--- config.mk ---
export PLATFORM = sky130hd
export DESIGN_NAME = lru_record_cache_tags_top
export DESIGN_NICKNAME = d
export VERILOG_FILES = /design/src/rtl/core/lrc_pkg.sv /design/src/rtl/core/lrc_lookup.sv /design/src/rtl/core/lrc_store.sv /design/src/rtl/core/lru_record_cache_tags_top.sv
export SDC_FILE = /design/constraint.sdc
export NUM_CORES = 1
export LEC_CHECK = 0
export ABC_AREA = 0
export BUFFER_PORTS_ARGS = -buffer_cell sky130_fd_sc_hd__buf_2
export CORE_AREA = 3 3 332 334
export DETAILED_ROUTE_END_ITERATION = 12
export DIE_AREA = 0 0 335 337
export PLACE_DENSITY_LB_ADDON = 0.12
export REMOVE_ABC_BUFFERS = 1
export SYNTH_ARGS = -nofsm -noshare
export SYNTH_HDL_FRONTEND = slang
export SYNTH_SLANG_ARGS = --single-unit
--- constraint.sdc ---
create_clock -name clk -period 7.1 [get_ports clk]
set_input_delay 1.065 -clock clk [delete_from_list [all_inputs] [get_ports clk]]
set_output_delay 1.065 -clock clk [all_outputs]
set_load 0.02 [all_outputs]
--- src/rtl/core/lrc_pkg.sv ---
// ----------------------------------------------------------------------------
// lrc_pkg
// Shared types and constants for the LRU record cache tag store.
// ----------------------------------------------------------------------------
`default_nettype none

package lrc_pkg;

  localparam int CACHE_DEPTH = 16;
  localparam int KEY_BITS    = 32;
  localparam int SLOT_W      = $clog2(CACHE_DEPTH);
  localparam int RANK_W      = $clog2(CACHE_DEPTH);
  localparam int IN_KEY_W    = 32;
  localparam int OUT_SLOT_W  = 4;

  localparam logic OP_LOOKUP = 1'b0;
  localparam logic OP_CLEAR  = 1'b1;

  typedef logic [KEY_BITS-1:0]    key_t;
  typedef logic [SLOT_W-1:0]      slot_t;
  typedef logic [RANK_W-1:0]      rank_t;
  typedef logic [CACHE_DEPTH-1:0] vec_t;

  localparam rank_t MAX_RANK = RANK_W'(CACHE_DEPTH - 1);

  typedef struct packed {
    logic  hit;
    vec_t  match_vec;
    slot_t found;
    rank_t found_rank;
    logic  free_avail;
    slot_t free_slot;
    slot_t victim;
    key_t  victim_key;
  } lookup_res_t;

endpackage

`default_nettype wire

--- src/rtl/core/lrc_lookup.sv ---
// ----------------------------------------------------------------------------
// lrc_lookup
// Parallel tag compare, lowest free slot search and LRU victim select.
// ----------------------------------------------------------------------------
`default_nettype none

module lrc_lookup
  import lrc_pkg::*;
(
  input  var key_t        key,
  input  var key_t        tag_store_r [CACHE_DEPTH],
  input  var vec_t        entry_valid_r,
  input  var rank_t       age_rank_r  [CACHE_DEPTH],
  output lookup_res_t     res
);

  always_comb begin
    res = '0;
    for (int i = CACHE_DEPTH - 1; i >= 0; i--) begin
      res.match_vec[i] = entry_valid_r[i] && (tag_store_r[i] == key);
      if (res.match_vec[i]) begin
        res.hit   = 1'b1;
        res.found = SLOT_W'(i);
      end
      if (!entry_valid_r[i]) begin
        res.free_avail = 1'b1;
        res.free_slot  = SLOT_W'(i);
      end
      if (entry_valid_r[i] && (age_rank_r[i] == MAX_RANK)) begin
        res.victim = SLOT_W'(i);
      end
    end
    res.victim_key = tag_store_r[res.victim];
    res.found_rank = age_rank_r[res.found];
  end

endmodule

`default_nettype wire

--- src/rtl/core/lrc_store.sv ---
// ----------------------------------------------------------------------------
// lrc_store
// Tag, valid and age rank registers with their per-transfer update.
// ----------------------------------------------------------------------------
`default_nettype none

module lrc_store
  import lrc_pkg::*;
(
  input  var logic        clk,
  input  var logic        rst_n,
  input  var logic        upd,
  input  var logic        opcode,
  input  var key_t        key,
  input  var lookup_res_t res,
  output key_t            tag_store_r   [CACHE_DEPTH],
  output vec_t            entry_valid_r,
  output rank_t           age_rank_r    [CACHE_DEPTH]
);

  vec_t  entry_valid_nxt;
  rank_t age_rank_nxt [CACHE_DEPTH];
  slot_t wr_slot;
  logic  do_fill;

  assign wr_slot = res.free_avail ? res.free_slot : res.victim;
  assign do_fill = upd && (opcode == OP_LOOKUP) && !res.hit;

  function automatic rank_t age_sat(input rank_t r);
    return (r == MAX_RANK) ? r : r + 1'b1;
  endfunction

  always_comb begin
    entry_valid_nxt = entry_valid_r;
    age_rank_nxt    = age_rank_r;
    if (upd) begin
      if (opcode == OP_CLEAR) begin
        entry_valid_nxt = '0;
        for (int i = 0; i < CACHE_DEPTH; i++) age_rank_nxt[i] = '0;
      end else if (res.hit) begin
        for (int i = 0; i < CACHE_DEPTH; i++) begin
          if (SLOT_W'(i) == res.found) begin
            age_rank_nxt[i] = '0;
          end else if (entry_valid_r[i] && (age_rank_r[i] < res.found_rank)) begin
            age_rank_nxt[i] = age_sat(age_rank_r[i]);
          end
        end
      end else if (res.free_avail) begin
        for (int i = 0; i < CACHE_DEPTH; i++) begin
          if (SLOT_W'(i) == res.free_slot) begin
            age_rank_nxt[i]    = '0;
            entry_valid_nxt[i] = 1'b1;
          end else if (entry_valid_r[i]) begin
            age_rank_nxt[i] = age_sat(age_rank_r[i]);
          end
        end
      end else begin
        for (int i = 0; i < CACHE_DEPTH; i++) begin
          if (SLOT_W'(i) == res.victim) begin
            age_rank_nxt[i] = '0;
          end else begin
            age_rank_nxt[i] = age_sat(age_rank_r[i]);
          end
        end
      end
    end
  end

  always_ff @(posedge clk) begin
    if (!rst_n) begin
      entry_valid_r <= '0;
      for (int i = 0; i < CACHE_DEPTH; i++) age_rank_r[i] <= '0;
    end else begin
      entry_valid_r <= entry_valid_nxt;
      age_rank_r    <= age_rank_nxt;
    end
  end

  always_ff @(posedge clk) begin
    if (do_fill) begin
      tag_store_r[wr_slot] <= key;
    end
  end

endmodule

`default_nettype wire

--- src/rtl/core/lru_record_cache_tags_top.sv ---
// ----------------------------------------------------------------------------
// lru_record_cache_tags_top
// Fully associative 16-entry tag store with least recently used replacement.
//
// The input channel takes an opcode (lookup or clear) and a 32-bit record key.
// Each transfer on it yields exactly one result on the output channel: hit
// flag, slot holding the key, and the evicted key when a full store misses.
// An accepted item sits in an input register, where all 16 tag
// compares, the free slot and victim search and the age rank update run in a
// single pass; its result is loaded into the output register once that
// register is empty or its result is being taken. One item is taken every
// cycle while the output side keeps up. When the receiver stalls, the
// result holds in the output register, one more item may wait in the input
// register, and then in_stall rises. Reset empties both registers, clears
// every valid bit and age rank; no clearing pass is run, so the block takes
// items as soon as reset is released.
// ----------------------------------------------------------------------------
`default_nettype none

module lru_record_cache_tags_top
  import lrc_pkg::*;
(
  input  var logic                  clk,
  input  var logic                  rst_n,
  input  var logic                  in_valid,
  output logic                      in_stall,
  input  var logic                  in_opcode,
  input  var logic [IN_KEY_W-1:0]   in_record_key,
  output logic                      out_valid,
  input  var logic                  out_stall,
  output logic                      out_hit,
  output logic [OUT_SLOT_W-1:0]     out_slot_index,
  output logic                      out_evicted_valid,
  output logic [IN_KEY_W-1:0]       out_evicted_key
);

  logic        s1_valid_r;
  logic        s1_op_r;
  key_t        s1_key_r;
  logic        s1_go;
  logic        in_take;

  logic                  out_valid_r;
  logic                  hit_r;
  logic [OUT_SLOT_W-1:0] slot_r;
  logic                  ev_valid_r;
  logic [IN_KEY_W-1:0]   ev_key_r;

  logic                  hit_nxt;
  logic [OUT_SLOT_W-1:0] slot_nxt;
  logic                  ev_valid_nxt;
  logic [IN_KEY_W-1:0]   ev_key_nxt;

  key_t        tag_store_r [CACHE_DEPTH];
  vec_t        entry_valid_r;
  rank_t       age_rank_r  [CACHE_DEPTH];
  lookup_res_t res;

  assign s1_go    = s1_valid_r && (!out_valid_r || !out_stall);
  assign in_stall = s1_valid_r && !s1_go;
  assign in_take  = in_valid && !in_stall;

  lrc_lookup u_lookup (
    .key           (s1_key_r),
    .tag_store_r   (tag_store_r),
    .entry_valid_r (entry_valid_r),
    .age_rank_r    (age_rank_r),
    .res           (res)
  );

  lrc_store u_store (
    .clk           (clk),
    .rst_n         (rst_n),
    .upd           (s1_go),
    .opcode        (s1_op_r),
    .key           (s1_key_r),
    .res           (res),
    .tag_store_r   (tag_store_r),
    .entry_valid_r (entry_valid_r),
    .age_rank_r    (age_rank_r)
  );

  always_comb begin
    hit_nxt      = 1'b0;
    slot_nxt     = '0;
    ev_valid_nxt = 1'b0;
    ev_key_nxt   = '0;
    if (s1_op_r == OP_LOOKUP) begin
      if (res.hit) begin
        hit_nxt  = 1'b1;
        slot_nxt = OUT_SLOT_W'(res.found);
      end else if (res.free_avail) begin
        slot_nxt = OUT_SLOT_W'(res.free_slot);
      end else begin
        slot_nxt     = OUT_SLOT_W'(res.victim);
        ev_valid_nxt = 1'b1;
        ev_key_nxt   = IN_KEY_W'(res.victim_key);
      end
    end
  end

  // input register
  always_ff @(posedge clk) begin
    if (!rst_n) begin
      s1_valid_r <= 1'b0;
    end else if (in_take) begin
      s1_valid_r <= 1'b1;
    end else if (s1_go) begin
      s1_valid_r <= 1'b0;
    end
  end

  always_ff @(posedge clk) begin
    if (in_take) begin
      s1_op_r  <= in_opcode;
      s1_key_r <= KEY_BITS'(in_record_key);
    end
  end

  // result register
  always_ff @(posedge clk) begin
    if (!rst_n) begin
      out_valid_r <= 1'b0;
    end else if (s1_go) begin
      out_valid_r <= 1'b1;
    end else if (!out_stall) begin
      out_valid_r <= 1'b0;
    end
  end

  always_ff @(posedge clk) begin
    if (s1_go) begin
      hit_r      <= hit_nxt;
      slot_r     <= slot_nxt;
      ev_valid_r <= ev_valid_nxt;
      ev_key_r   <= ev_key_nxt;
    end
  end

  assign out_valid         = out_valid_r;
  assign out_hit           = hit_r;
  assign out_slot_index    = slot_r;
  assign out_evicted_valid = ev_valid_r;
  assign out_evicted_key   = ev_key_r;

  a_one_match : assert property (@(posedge clk) disable iff (!rst_n)
    s1_valid_r |-> $onehot0(res.match_vec))
    else $error("more than one valid entry matches the key");

  a_hit_no_evict : assert property (@(posedge clk) disable iff (!rst_n)
    out_valid_r && hit_r |-> !ev_valid_r && (ev_key_r == '0))
    else $error("hit reported together with an eviction");

  a_s1_hold : assert property (@(posedge clk) disable iff (!rst_n)
    s1_valid_r && !s1_go |=> s1_valid_r && $stable(s1_key_r) && $stable(s1_op_r))
    else $error("input register lost a waiting item");

  a_evict_full : assert property (@(posedge clk) disable iff (!rst_n)
    s1_go && (s1_op_r == OP_LOOKUP) && !res.hit && !res.free_avail |->
      entry_valid_r[res.victim] && (age_rank_r[res.victim] == MAX_RANK))
    else $error("eviction chose an entry that is not least recently used");

endmodule

`default_nettype wire
---- Word-level counts from Yosys, hierarchy flattened ----
Index checks and enable logic that the tools add are counted.
storage, ports and cells
  memories ................................ 0
  bits in registers ....................... 665
  word-level logic and storage cells ...... 521
  ROM bits ................................ 0
  output and inout bits ................... 40
  input bits .............................. 37
  memory bits (writable) .................. 0
  bits in latches ......................... 0
operators by class
  add/subtract/negate cells ............... 16
  equal/unequal tests ..................... 111
  shift operators ......................... 0
  muxes and demuxes ....................... 199
  reductions and logical operators ........ 115
  divide/modulo/power cells ............... 0
  bitwise logic cells ..................... 4
  $mul .................................... 0
  order comparisons ....................... 20
operator list
  cell                   number
  $mux W4                132
  $bwmux W512            1
  $eq A32 B32 Y1         16
  $mux W64               3
  $bmux W32 S4           1
  $demux W32 S4          1
  $eq A4 B4 Y1 const A   24
  $mux W32               3
  $mux W5                16
  $ne A5 B2 Y1 const B   16
  $add A4 B1 Y4 const B  16
  $eq A4 B4 Y1 const B   16
  $lt A4 B4 Y1           16
  $ne A4 B4 Y1 const B   16
  $reduce_and A4 Y1      16
  $logic_and A1 B1 Y1    54
  $eq A3 B4 Y1 const A   12
  $mux W16               3
  $reduce_and A3 Y1      16
  $mux W1                38
  $reduce_bool A2 Y1     18
  $eq A2 B4 Y1 const A   6
  $bmux W4 S4            1
  $ge A5 B5 Y1 const B   3
  other kinds (11)       21

---- Depth between registers and ports, before layout ----
  depth after elaboration ................. 28
  gate-level depth with buffers ........... 26

---- Cells and area by module ----
Synthesis repeated with hierarchy kept, for this count alone.
unflattened totals
  cells, all modules ...................... 3370
  area, all modules ....................... 37991.4 µm²
by module, submodules not included
  module                     times used  sequential area each (µm²)  area an instance (µm²)  cells each
  lrc_store                  1           16976.3                     21509.4                 1280
  lrc_lookup                 1           0.0                         13892.1                 1960
  lru_record_cache_tags_top  1           2172.1                      2590.0                  130

---- Worst setup path after synthesis ----
No wires, ideal clock.
  path kind ............................... reg2reg
  start ................................... register s1_key_r[2]
  end ..................................... register u_store.age_rank_r[32] (netlist name)
  arrival time ............................ 5.750 ns
  cell stages (with the launch flop) ...... 24
  path slack .............................. 1.263 ns
  setup time .............................. 0.087 ns
  path through ............................ edfxtp_1 > buf_4 > buf_2 > xor2_1 > or4b_2 > or3_1 > or3_1 > nor2b_1 > o21ai_0 > nor2_1 > o21ai_0 > clkbuf_1 > o21ai_0 > a22oi_1 > nand2_1 > ha_1 > a21o_1 > a211o_1 > a31oi_1 > a311oi_1 > o41ai_2 > nand2_1 > or3_1 > o31ai_1
on the way
  longest elaborated chain between the ends .. 26
  elaborated cells between the ends (all ways) .. 77
  those cells by class .................... 1 x order compare; 19 x eq/ne; 38 x mux; 1 x bitwise; 18 x reduce/logical
RTL lines
  item                                         line                              RTL
  start: declaration                           lru_record_cache_tags_top.sv:39   key_t s1_key_r;
  start signal: assignment                     lru_record_cache_tags_top.sv:116  s1_key_r <= KEY_BITS'(in_record_key);
  $eq A32 B32 Y1                               lrc_lookup.sv:20                  res.match_vec[i] = entry_valid_r[i] && (tag_store_r[i] == key);
  $logic_and A1 B1 Y1                          lrc_lookup.sv:20
  $mux W4 (16 in series)                       lrc_lookup.sv:21                  if (res.match_vec[i]) begin
  $not A4 Y5 (not written as such)             lrc_lookup.sv:34                  res.found_rank = age_rank_r[res.found];
  $bmux W4 S4                                  lrc_lookup.sv:34
  $mux W4 (not written as such) (2 in series)  lrc_lookup.sv:34
  $lt A4 B4 Y1                                 lrc_store.sv:44                   end else if (entry_valid_r[i] && (age_rank_r[i] < res.found_rank)) begin
  $logic_and A1 B1 Y1                          lrc_store.sv:44
  $ne A4 B4 Y1 (no source line)                n/a
  $reduce_and A3 Y1 (no source line)           n/a
  end signal: assignment                       lrc_store.sv:75                   age_rank_r <= age_rank_nxt;
  end: declaration                             lrc_store.sv:18                   output rank_t age_rank_r [CACHE_DEPTH]
Parallel ways exist; a longest one is shown, timed or not. The select of a mux whose other input is x is not followed.
A chain may end at the register's enable or synchronous reset.

---- Worst setup path in the final report ----
  start ................................... register s1_key_r[0]
  end ..................................... register u_store.age_rank_r[36] (netlist name)
Same word-level chain as after synthesis.

==> results.py <==
metrics = {
    "run_status": {
        "status": "finished, violations left",
        "violations": "max-capacitance violations, max-slew violations",
    },
    "layout": {
        "regArea_um2": 19100,
        "final_cell_mix": "edfxtp_1, xor2_1, a211oi_1",
        "finalNetCount": 3693,
        "multiInputGateArea_um2": 17500,
        "area_growth_syn_to_layout_pct": 17.3,
        "drive_gt1_share_pct": 14.7,
        "final_core_utilization_pct": 41.1,
        "final_common_cell": "edfxtp_1",
        "fillers": 10354,
    },
    "place": {
        "dp_hpwl_mm": 135,
        "port_buffers": 76,
        "place_congestion": 0.967,
        "dp_slack_ns": 0.256,
    },
    "die": {
        "die_y_um": 337,
        "rows": 120,
        "die-area_um2": 113000,
        "core-area_um2": 107000,
        "io_pins": 77,
        "initial_core_util_pct": 35.0,
        "chipWidth_um": 335,
    },
    "power_and_ir_drop": {
        "cellPowerDensity_nw_per_um2": 211,
        "peakVddDrop_mv": 0.174,
        "finalPower_w": 0.00929,
        "power_leakage_nw": 15.6,
    },
    "worst_setup_path": {
        "crit_required_ns": 7.66,
        "critical_path_class": "flop to flop",
        "arrival_ns": 7.46,
        "start_kind": "flop",
        "worst_setup_path_end_kind": "flop",
        "critPathMaxFanout": 29,
    },
    "grt": {
        "overflow": 0,
        "antenna_found_initial": 6,
        "grt_pass1_vias": 29739,
        "grt_pass1_wl_mm": 243,
        "grt_max_degree": 96,
        "track_usage_pct": 30.8,
    },
    "drt": {
        "detail_route.iter0.violations": 3367,
        "via_per_inst": 6.08,
        "vias": 30766,
        "routed_wl_mm": 178,
        "ant_nets": 0,
        "wl_per_cell_um": 35.1,
        "drt-pass1-iter-count": 6,
        "drc": 0,
    },
    "cts": {
        "clk_path_buf_depth": 3,
        "insertion_delay_ns": 0.67,
        "cts.sinks": 665,
        "htreeDepth": 3,
        "cts_buffers": 83,
        "cts_tree": "done",
        "path_clk_slew_ns": 0.06,
        "cts-root-buf": "clkbuf_16",
    },
    "timing": {
        "layout_min_cycle_time_ns": 6.90,
        "fin_worst_skew_ns": 0.0456,
        "setup_tns_ns": 0,
        "timing_hold_violations_final": 0,
        "min_period_over_period_pct": 97.2,
        "setup_violations": 0,
        "rsz0062_at_grt": "false",
        "fmax_ghz": 0.145,
        "hold_ws_ns": 0.475,
        "tightest_slew_ns": 1.64,
        "slew_viol_final": 2,
        "slew_headroom_pct": -10.1,
        "layout_setup_ws_ns": 0.199,
    },
    "synth": {
        "netlist_instances": 3357,
        "synth_area_um2": 37500,
        "synth_edf_count": 583,
        "yosys_warnings": 0,
        "synth_ff_type": "edfxtp_1",
        "ys_seq_area_share_pct": 51.0,
        "synth_cell_types": 84,
        "async_reset_ff_share_pct": 0,
        "syn_area_per_cell_um2": 11.2,
        "synth-seq-cells": 665,
    },
    "min_path": {
        "min_path_type": "flop to flop",
    },
    "job": {
        "max_cap_violations": 1,
    },
}
[final cells by class]
type / count / share of cell area (%)
well taps: 1403 / 3.99
repair buffers: 344 / 6.26
flip-flops and latches: 665 / 43.5
inverters: 54 / 0.460
multi-input cells: 2444 / 39.8
clock buffers: 109 / 5.03
diodes: 3 / 0.0170
clock inverters: 40 / 1.00
[repair_timing]
action,4_1_cts,5_1_grt
setup buffers,0,26
gates resized for setup,0,2
hold buffers,0,0
setup endpoints to repair,0,7
[registers in the layout, summed over array words and instances, names as in the netlist]
signal                 cells
out_evicted_key           32
out_hit                    1
out_slot_index             4
s1_valid_r                 1
u_store.entry_valid_r     16
out_valid                  1
u_store.tag_store_r      512
out_evicted_valid          1
s1_key_r                  32
u_store.age_rank_r        64
s1_op_r                    1
[metrics by stage]
| step | cells | cell area [µm²] |
|---|---|---|
| after floorplan | 3163 | 36600 |
| after global placement | 4884 | 41100 |
| after detailed placement | 4884 | 41100 |
| after CTS | 5033 | 43800 |
| after global routing | 5059 | 44000 |
| final | 5062 | 44000 |
[path summary, 6_finish.rpt]
path / startpoint / to / slack (ns) / cells after the start
min: u_store.entry_valid_r[4] / u_store.entry_valid_r[4] / 0.47 / 2
max reg2reg: s1_key_r[0] / u_store.age_rank_r[36] / 0.20 / 25
min reg2reg: u_store.entry_valid_r[4] / u_store.entry_valid_r[4] / 0.47 / 2
max: s1_key_r[0] / u_store.age_rank_r[36] / 0.20 / 25
[layer usage]
metal  share of wire [%]  up-vias  track usage, %
met4                 4.0        2            10.4
li1                    -    13330               -
met3                 5.9      252            4.03
met1                  42    15930            40.5
met2                  48     1252            52.3
met5              0.0068        -               0
[cell families (layout without fill, tap and decap cells)]
| logic type | count (synthesis) | in the layout | synth area share [%] |
|---|---|---|---|
| compound gates | 632 | 632 | 12.1 |
| buf+inv | 248 | 547 | 2.93 |
| mux | 139 | 139 | 3.73 |
| simple gates | 1106 | 1106 | 16.3 |
| other cells | 0 | 3 | 0 |
| xor+xnor | 503 | 503 | 11.7 |
| fa+ha+maj | 64 | 64 | 2.13 |
| flops | 665 | 665 | 51.0 |
[cell usage after synthesis, types with 10 or more instances]
master | count | area [µm²]
a21o_1 | 19 | 143
a31oi_1 | 24 | 150
nand4b_1 | 18 | 158
o21ai_0 | 76 | 380
clkbuf_1 | 113 | 424
o22ai_1 | 18 | 113
xor2_1 | 286 | 2500
nor4b_1 | 10 | 87.6
nor2_1 | 162 | 608
dfxtp_1 | 82 | 1640
buf_1 | 11 | 41.3
a21oi_1 | 74 | 370
and3_1 | 35 | 219
edfxtp_1 | 583 | 17500
inv_1 | 54 | 203
ha_1 | 64 | 801
mux2i_1 | 131 | 1310
buf_2 | 51 | 255
o221a_2 | 10 | 113
nor3_1 | 64 | 320
o21a_1 | 12 | 90.1
nor2b_1 | 149 | 932
nand4_1 | 104 | 651
nand2b_1 | 46 | 288
nor3b_1 | 15 | 113
or3_1 | 11 | 68.8
o211ai_1 | 11 | 82.6
nand2_1 | 172 | 646
a211oi_1 | 266 | 2000
and4_1 | 13 | 114
nor4_1 | 179 | 1120
xnor2_1 | 217 | 1900
buf_4 | 10 | 75.1
nand3_1 | 71 | 355
or4_1 | 19 | 143
nand3b_1 | 12 | 90.1
o31ai_1 | 20 | 150
[power by group]
group / internal (W) / total [W] / leakage [nW] / switching, W
logic: 0.000209 / 0.000701 / 8.35 / 0.000492
clock network: 0.00249 / 0.00426 / 1.29 / 0.00177
registers: 0.00429 / 0.00433 / 5.93 / 0.0000390
total: 0.00698 / 0.00929 / 15.6 / 0.00230
[critical path, stage by stage (launching register included)]
cell	delay (ns)
edfxtp_1	0.42
buf_12	0.22
xnor2_1	0.53
nand3_1	0.17
nor3_1	0.52
nand3_1	0.36
o211ai_1	0.62
a311oi_2	0.26
a211oi_2	0.39
buf_4	0.31
and2_1	0.22
buf_4	0.21
a21oi_1	0.08
a21oi_1	0.19
a21oi_1	0.08
nand2_1	0.19
buf_4	0.23
ha_1	0.27
a21o_1	0.16
nand2_1	0.06
nand3b_1	0.09
a31oi_1	0.16
nor3_1	0.06
o41a_1	0.20
or4_1	0.52
o22ai_1	0.19
(Power assumes the default switching activity.)
